$ cat config.mk
export PLATFORM = sky130hd
export DESIGN_NAME = work_stealing_task_scheduler_core
export DESIGN_NICKNAME = d
export VERILOG_FILES = /design/src/wsts_pkg.sv /design/src/wsts_ram.sv /design/src/wsts_front.sv /design/src/wsts_back.sv /design/src/work_stealing_task_scheduler_core.sv
export SDC_FILE = /design/constraint.sdc
export NUM_CORES = 2
export LEC_CHECK = 0
export BUFFER_PORTS_ARGS = -buffer_cell sky130_fd_sc_hd__buf_2
export CORE_MARGIN = 2
export CORE_UTILIZATION = 30
export CTS_CLUSTER_DIAMETER = 120
export DETAILED_ROUTE_END_ITERATION = 7
export PLACE_DENSITY = 0.51
export RECOVER_POWER = 50
export SYNTH_ARGS = -nofsm -noshare
export SYNTH_HDL_FRONTEND = slang
export SYNTH_SLANG_ARGS = --single-unit
$ cat constraint.sdc
create_clock -name clk -period 5.95 [get_ports clk]
set_clock_uncertainty 0.15 [all_clocks]
set_input_delay 0.8925 -clock clk [delete_from_list [all_inputs] [get_ports clk]]
set_output_delay 0.8925 -clock clk [all_outputs]
set_load 0.005 [all_outputs]
$ cat src/wsts_pkg.sv
// package for the work stealing task scheduler: sizes, payload structs, codes
// no dependencies
`timescale 1ns / 1ps
package wsts_pkg;
  localparam int NumWorkers = 4;
  localparam int DequeDepth = 16;
  localparam int TaskBits   = 16;
  localparam int WidBits    = $clog2(NumWorkers);
  localparam int PtrBits    = $clog2(DequeDepth);
  localparam int CntBits    = $clog2(DequeDepth + 1);
  localparam int ActBits    = 3;
  localparam int QueueDepth = 2;

  typedef enum logic [1:0] {
    SRC_NONE   = 2'd0,
    SRC_OWN    = 2'd1,
    SRC_GLOBAL = 2'd2,
    SRC_STOLEN = 2'd3
  } src_t;

  typedef struct packed {
    logic        func;
    logic [1:0]  worker_id;
    logic        from_worker;
    logic [15:0] task_id;
  } in_item_t;

  typedef struct packed {
    logic [15:0] task_id_out;
    logic [1:0]  source;
    logic [1:0]  victim;
    logic        dropped;
  } out_item_t;

  // classified command handed from front to back
  typedef struct packed {
    logic                push;
    logic                to_global;
    logic                nop;
    logic [WidBits-1:0]  wid;
    logic [TaskBits-1:0] task_id;
  } cmd_t;
endpackage

$ cat src/wsts_ram.sv
// generic single write, single registered read ram
// no dependencies
`timescale 1ns / 1ps
module wsts_ram #(
  parameter int Width = 16,
  parameter int Depth = 16
) (
  input  logic                     clk,
  input  logic                     we,
  input  logic [$clog2(Depth)-1:0] waddr,
  input  logic [Width-1:0]         wdata,
  input  logic [$clog2(Depth)-1:0] raddr,
  output logic [Width-1:0]         rdata
);
  logic [Width-1:0] mem [Depth];

  // write port and registered read port
  always_ff @(posedge clk) begin
    if (we) begin
      mem[waddr] <= wdata;
    end
    rdata <= mem[raddr];
  end
endmodule

$ cat src/wsts_front.sv
// front end: takes input beats, checks the worker against the active count, queues commands
// depends on wsts_pkg
`timescale 1ns / 1ps
module wsts_front (
  input  logic                        clk,
  input  logic                        rst_n,
  input  logic                        in_valid,
  output logic                        in_ready,
  input  wsts_pkg::in_item_t          in_data,
  input  logic [wsts_pkg::WidBits:0]  act,
  output logic                        cmd_valid,
  input  logic                        cmd_ready,
  output wsts_pkg::cmd_t              cmd
);
  import wsts_pkg::*;

  localparam int QPtr = $clog2(QueueDepth);

  cmd_t              q_r [QueueDepth];
  logic [QPtr-1:0]   wp_r, rp_r;
  logic [QPtr:0]     cnt_r;
  cmd_t              c_nxt;
  logic              push_in, pop_out;

  // classify the incoming beat
  always_comb begin
    c_nxt.push      = ~in_data.func;
    c_nxt.to_global = ~in_data.func & ~in_data.from_worker;
    c_nxt.wid       = in_data.worker_id[WidBits-1:0];
    c_nxt.task_id   = in_data.task_id[TaskBits-1:0];
    c_nxt.nop       = ~c_nxt.to_global &
                      ({1'b0, in_data.worker_id[WidBits-1:0]} >= act);
  end

  assign in_ready  = (cnt_r != QueueDepth[QPtr:0]);
  assign cmd_valid = (cnt_r != '0);
  assign cmd       = q_r[rp_r];
  assign push_in   = in_valid & in_ready;
  assign pop_out   = cmd_valid & cmd_ready;

  // command queue between front and back
  always_ff @(posedge clk) begin
    if (!rst_n) begin
      wp_r  <= '0;
      rp_r  <= '0;
      cnt_r <= '0;
    end else begin
      if (push_in) begin
        wp_r <= wp_r + 1'b1;
      end
      if (pop_out) begin
        rp_r <= rp_r + 1'b1;
      end
      cnt_r <= cnt_r + {{QPtr{1'b0}}, push_in} - {{QPtr{1'b0}}, pop_out};
    end
    if (push_in) begin
      q_r[wp_r] <= c_nxt;
    end
  end
endmodule

$ cat src/wsts_back.sv
// back end: deque bookkeeping, steal scan and the task memory access
// depends on wsts_pkg, wsts_ram
`timescale 1ns / 1ps
module wsts_back (
  input  logic                       clk,
  input  logic                       rst_n,
  input  logic                       cmd_valid,
  output logic                       cmd_ready,
  input  wsts_pkg::cmd_t             cmd,
  input  logic [wsts_pkg::WidBits:0] act,
  output logic                       out_valid,
  input  logic                       out_ready,
  output wsts_pkg::out_item_t        out_data
);
  import wsts_pkg::*;

  localparam int QN      = NumWorkers + 1;   // global deque is the last
  localparam int QBits   = $clog2(QN);
  localparam int AddrBits = QBits + PtrBits;

  typedef enum logic [2:0] {S_IDLE, S_SCAN, S_ADDR, S_READ, S_OUT} state_t;

  state_t              state_r;
  logic [PtrBits-1:0]  head_r [QN];
  logic [CntBits-1:0]  cnt_r  [QN];
  cmd_t                cmd_r;
  logic [WidBits:0]    scan_r;      // offset of victim after requester
  logic [QBits-1:0]    tgt_r;
  logic [PtrBits-1:0]  slot_r;
  src_t                src_r;
  logic                hit_r;
  out_item_t           out_r;

  logic                we;
  logic [AddrBits-1:0] waddr, raddr;
  logic [TaskBits-1:0] rdata;
  logic [QBits-1:0]    gq, own_q, vic_q;
  logic [WidBits:0]    vic_sum;

  assign gq    = QBits'(NumWorkers);
  assign own_q = QBits'(cmd_r.wid);
  // victim index: (wid + scan) mod act, sum stays below twice act
  assign vic_sum = {1'b0, cmd_r.wid} + scan_r;
  assign vic_q   = (vic_sum >= act) ? QBits'(vic_sum - act) : QBits'(vic_sum);

  assign we    = (state_r == S_IDLE) && cmd_valid && cmd.push && !cmd.nop &&
                 (cnt_r[cmd.to_global ? gq : QBits'(cmd.wid)] != CntBits'(DequeDepth));
  assign waddr = {cmd.to_global ? gq : QBits'(cmd.wid),
                  head_r[cmd.to_global ? gq : QBits'(cmd.wid)] - 1'b1};
  assign raddr = {tgt_r, slot_r};

  wsts_ram #(.Width(TaskBits), .Depth(1 << AddrBits)) u_ram (
    .clk   (clk),
    .we    (we),
    .waddr (waddr),
    .wdata (cmd.task_id),
    .raddr (raddr),
    .rdata (rdata)
  );

  assign cmd_ready = (state_r == S_IDLE);
  assign out_valid = (state_r == S_OUT);
  assign out_data  = out_r;

  // sequencer: a push goes straight to output, a request scans and then reads
  always_ff @(posedge clk) begin
    if (!rst_n) begin
      state_r <= S_IDLE;
      for (int i = 0; i < QN; i++) begin
        head_r[i] <= '0;
        cnt_r[i]  <= '0;
      end
    end else begin
      unique case (state_r)
        S_IDLE: begin
          if (cmd_valid) begin
            cmd_r  <= cmd;
            // a push that finds its deque full reports a drop
            out_r  <= '{task_id_out: '0, source: '0, victim: '0,
                        dropped: cmd.push && !cmd.nop && !we};
            scan_r <= '0;
            hit_r  <= 1'b0;
            if (cmd.nop) begin
              state_r <= S_OUT;
            end else if (cmd.push) begin
              if (we) begin
                head_r[waddr[AddrBits-1:PtrBits]] <= waddr[PtrBits-1:0];
                cnt_r[waddr[AddrBits-1:PtrBits]]  <=
                  cnt_r[waddr[AddrBits-1:PtrBits]] + 1'b1;
              end
              state_r <= S_OUT;
            end else begin
              state_r <= S_SCAN;
            end
          end
        end
        S_SCAN: begin
          // own deque, then global, then one victim per cycle
          if (cnt_r[own_q] != '0 && scan_r == '0 && !hit_r) begin
            tgt_r  <= own_q;
            slot_r <= head_r[own_q];
            head_r[own_q] <= head_r[own_q] + 1'b1;
            cnt_r[own_q]  <= cnt_r[own_q] - 1'b1;
            src_r  <= SRC_OWN;
            state_r <= S_ADDR;
          end else if (!hit_r && cnt_r[gq] != '0) begin
            tgt_r  <= gq;
            slot_r <= head_r[gq] + PtrBits'(cnt_r[gq] - 1'b1);
            cnt_r[gq] <= cnt_r[gq] - 1'b1;
            src_r  <= SRC_GLOBAL;
            state_r <= S_ADDR;
          end else if (!hit_r) begin
            hit_r  <= 1'b1;       // marks own and global checked
            scan_r <= (WidBits+1)'(1);
          end else if (scan_r >= act) begin
            state_r <= S_OUT;
          end else if (cnt_r[vic_q] != '0) begin
            tgt_r  <= vic_q;
            slot_r <= head_r[vic_q] + PtrBits'(cnt_r[vic_q] - 1'b1);
            cnt_r[vic_q] <= cnt_r[vic_q] - 1'b1;
            src_r  <= SRC_STOLEN;
            state_r <= S_ADDR;
          end else begin
            scan_r <= scan_r + 1'b1;
          end
        end
        S_ADDR: begin
          // read address is stable, ram data registers at this edge
          state_r <= S_READ;
        end
        S_READ: begin
          out_r <= '{task_id_out: rdata, source: src_r,
                     victim: (src_r == SRC_STOLEN) ? 2'(tgt_r) : 2'd0,
                     dropped: 1'b0};
          state_r <= S_OUT;
        end
        S_OUT: begin
          if (out_ready) begin
            state_r <= S_IDLE;
          end
        end
        default: state_r <= S_IDLE;
      endcase
    end
  end
endmodule

$ cat src/work_stealing_task_scheduler_core.sv
// top level of the work stealing task scheduler
// depends on wsts_pkg, wsts_front, wsts_back, wsts_ram
`timescale 1ns / 1ps
// usage:
// input channel in_valid/in_ready/in_data carries push and request beats;
// result channel out_valid/out_ready/out_data returns exactly one beat per
// input beat, in order. cfg_we/cfg_wdata writes active_workers (0 acts as 1,
// above four acts as four); write it only while idle.
// a push goes from back end idle straight to its result; a request passes
// through the back end checking own and global deque, then one victim deque
// per cycle, followed by one registered read of the task memory.
// the front end queues two beats, so input keeps flowing while the back end
// works or the receiver stalls; a stalled result holds in its register.
// reset (rst_n low, synchronous) empties all deques and sets four workers;
// no clearing pass is needed, task memory is only read where written.
module work_stealing_task_scheduler_core (
  input  logic                 clk,
  input  logic                 rst_n,
  input  logic                 in_valid,
  output logic                 in_ready,
  input  wsts_pkg::in_item_t   in_data,
  output logic                 out_valid,
  input  logic                 out_ready,
  output wsts_pkg::out_item_t  out_data,
  input  logic                 cfg_we,
  input  logic [2:0]           cfg_wdata
);
  import wsts_pkg::*;

  logic [ActBits-1:0] act_r;
  logic [WidBits:0]   act;
  logic               cmd_valid, cmd_ready;
  cmd_t               cmd;

  // configuration register
  always_ff @(posedge clk) begin
    if (!rst_n) begin
      act_r <= ActBits'(NumWorkers);
    end else if (cfg_we) begin
      act_r <= cfg_wdata;
    end
  end

  // clamp active count into one through NumWorkers
  always_comb begin
    if (act_r == '0) begin
      act = (WidBits+1)'(1);
    end else if (act_r > ActBits'(NumWorkers)) begin
      act = (WidBits+1)'(NumWorkers);
    end else begin
      act = (WidBits+1)'(act_r);
    end
  end

  wsts_front u_front (
    .clk       (clk),
    .rst_n     (rst_n),
    .in_valid  (in_valid),
    .in_ready  (in_ready),
    .in_data   (in_data),
    .act       (act),
    .cmd_valid (cmd_valid),
    .cmd_ready (cmd_ready),
    .cmd       (cmd)
  );

  wsts_back u_back (
    .clk       (clk),
    .rst_n     (rst_n),
    .cmd_valid (cmd_valid),
    .cmd_ready (cmd_ready),
    .cmd       (cmd),
    .act       (act),
    .out_valid (out_valid),
    .out_ready (out_ready),
    .out_data  (out_data)
  );
endmodule

==> metrics.yaml <==
htree_levels: 4
synth_top_area_frac: 0.759
grt_use_total: 0.134
cts_max_path_buffers: 4
synth.distinct_cells: 78
outcome: "finished, violations left"
post-route-util: 0.357
critPathTopFamily: "simple AND/OR/NAND/NOR gates"
clock_latency_ns: 0.88
cts_buffers: 232
drt-total-wl_um: 199000
relSlewSlack: -1.13
clock-sinks: 2227
start_util: 0.302
timing.hold.ws_ns: 0.0611
ir_drop_uv: 322
clock-root-buffer: "clkbuf_16"
finalSetupTns_ns: 0
fmax_mhz: 187
crit_type: "flip-flop to flip-flop"
cp.required_ns: 6.28
dp_hpwl_um: 118000
grt_pass1_wl_um: 289000
cp_slowest_stage_delay_ns: 0.95
avgSynthCellArea_um2: 23.2
ant_nets: 0
setup_ws_ns: 0.590
reg2reg_depth: 14
fin_crit_ns: 5.36
rsz0062_at_grt: "false"
synth_common_cells: "edfxtp_1, mux4_2, nor2_1, clkbuf_1, nand2_1"
grt_pass1_vias: 41700
vias_per_cell: 4.61
drt-wirelength-per-cell_um: 22.6
hold_depth: 1
yosysSeqAreaShare: 0.765
cts_resized: 0
crit_path_top_delay_cell: "nor2_2"
area_growth_pct: 18.2
io_pins: 51
die-area_um2: 294000
yosys.area_share.xor_xnor: 0.00232
cts_hold_buf: 0
leakagePower_nw: 33.9
synth_edf_count: 2198
drt_iter0_markers: 3558
syn_inst: 3754
r2r-end: "u_back.u_ram.mem[38][10]"
netlist_area_um2: 87000
num_vias: 40400
critPathBufInv: 2
cap_violations: 23
fin_nets: 4855
setup_viol: 0
grt_max_degree: 105
place_ws_ns: 0.659
slew_violations: 1569
synth-compound-area-share: 0.00903
grt-ovfl-total: 0
arrival_ns: 5.69
ys_ff_latch: 2227
min_to: "u_front.q_r[0][11]"
ys_async_sr_fraction: 0
end_kind: "flip-flop"
worst-slew-pin-transition_ns: 3.20
synth_area_leader_cell: "edfxtp_1"
post_cts_buffers: 0
synth.most_common_cell: "edfxtp_1"
crit_fanout: 16
globalplace.congestion: 0.819
power_density_nw_per_um2: 390
worstPathCellList: "clkbuf_1 -> mux2i_1 -> inv_2 -> nand2_1 -> and3_1 -> a311oi_1 -> a21oi_1 -> ha_1 -> and4b_1 -> nor2b_2 -> and2b_1 -> nor2b_1 -> nand2_2 -> nor2_2"
min_from: "in_data[11]"
die_width_um: 543
synth_warnings: 0
tritoncts: "yes"
synth_top_family_by_area: "multiplexers"
regToRegSetupSlack_ns: 0.59
die_h_um: 543
total_power_mw: 40.1
dr.pass1.iters: 5
grt_antenna_before_repair: 14
remaining_drc_errors: 0
synthAdderAreaFrac: 0.00495
path_clk_slew_ns: 0.06
synth.area.mux_share: 0.188
core.rowCount: 197
violations: "max-capacitance violations, max-slew violations"
layout-drive-gt1-share: 0.262
fin_crit_sh: 0.901
core_area_um2: 288000
synth_area_leaders: "edfxtp_1, mux4_2, nor2_1, dfxtp_1, mux2_2"
start_kind: "flip-flop"
synth_top_flop_cell: "edfxtp_1"
hold_path_class: "input port to flip-flop"
portBuffers: 50
synthSimpleGateAreaFrac: 0.0194
hold_violations: 0
-- through the flow --
stage               area (um^2)  cells
finish                   103000   8769
global route             103000   8763
CTS                      103000   8762
detailed placement        95800   8342
global placement          95800   8342
floorplan                 89900   4533
-- cell type report --
type	count	area [um^2]
multi-input cells	2072	22500
clock inverters	118	968
diodes	7	17.5
well taps	3781	4730
inverters	44	165
fillers	26900	186000
repair buffers	218	1640
clock buffers	302	6170
flip-flops and latches	2227	66600
-- placed cells by master (no fill, tap or decap), drive strengths merged, types with 4 or more instances in the layout --
master  instances
dfxtp          29
a21oi          29
bufinv         14
nand3          18
o21ai          26
conb          780
o21a            5
xor2            9
a31oi           7
clkbuf        353
fa              4
nor3           14
and2           28
nand2          81
mux2           40
nor2          178
a311oi          4
a211oi          7
edfxtp       2198
and3           11
buf           167
a21o            4
mux4          689
diode           7
nor2b          11
xnor2          14
clkinv         99
mux2i          35
o211ai          6
a21boi          4
nand2b          9
inv            48
ha             28
-- registers in the layout, summed over array words and instances (netlist names), named ones only --
signal              flops
u_back.tgt_r            3
u_front.rp_r            1
u_front.wp_r            1
u_back.cmd_r            2
u_back.out_data        21
u_back.state_r          3
u_back.head_r          32
u_front.cnt_r           2
u_back.slot_r           4
u_back.u_ram.mem     2048
u_back.src_r            2
u_front.q_r            42
u_back.scan_r           3
u_back.hit_r            1
act_r                   3
u_back.u_ram.rdata     16
u_back.cnt_r           40
-- worst max-delay path by stage --
stage | from | end | slack (ns) | cells after the start
4_1_cts | u_back.cmd_r[16] | u_back.slot_r[3] | 0.64 | 18
3_3_place_gp | u_back.cmd_r[16] | u_back.slot_r[3] | 0.63 | 18
2_1_floorplan | u_back.cmd_r[16] | u_back.slot_r[3] | 1.10 | 18
5_1_grt | flip-flop | u_back.u_ram.mem[38][10] | 0.19 | 14
6_report | flip-flop | u_back.u_ram.mem[38][10] | 0.59 | 14
3_5_place_dp | u_back.cmd_r[16] | u_back.slot_r[3] | 0.66 | 18
-- worst reg2reg max path, cell delays in order (launching register included) --
cell	delay, ns
dfxtp_1	0.37
clkbuf_1	0.38
mux2i_1	0.25
inv_2	0.31
nand2_1	0.08
and3_1	0.18
a311oi_1	0.28
a21oi_1	0.14
ha_1	0.22
and4b_1	0.26
nor2b_2	0.15
and2b_1	0.22
nor2b_1	0.53
nand2_2	0.46
nor2_2	0.96
-- power by group --
part	switching [mW]	total [mW]	internal (mW)
clock	5.95	13.8	7.88
combinational	3.97	6.17	2.20
sequential	0.384	20.1	19.8
-- kinds of logic (layout without fill, tap and decap cells) --
| logic type | Yosys count | in the layout |
|---|---|---|
| DFF | 2227 | 2227 |
| muxes | 764 | 764 |
| other | 1 | 787 |
| buffers and inverters | 234 | 682 |
| AOI/OAI and AO/OA | 109 | 109 |
| adders and majority gates | 32 | 32 |
| and+or+nand+nor | 364 | 364 |
| xor gates and xnor gates | 23 | 23 |
-- per-layer routing --
layer,GRT usage,part of all wire,up-vias
met5,0,0.000045,-
met4,0.0335,0.024,2
met3,0.0290,0.062,311
met2,0.215,0.48,1078
met1,0.186,0.44,21700
li1,-,-,17200
Note: power is estimated with default switching activity, not from simulation.
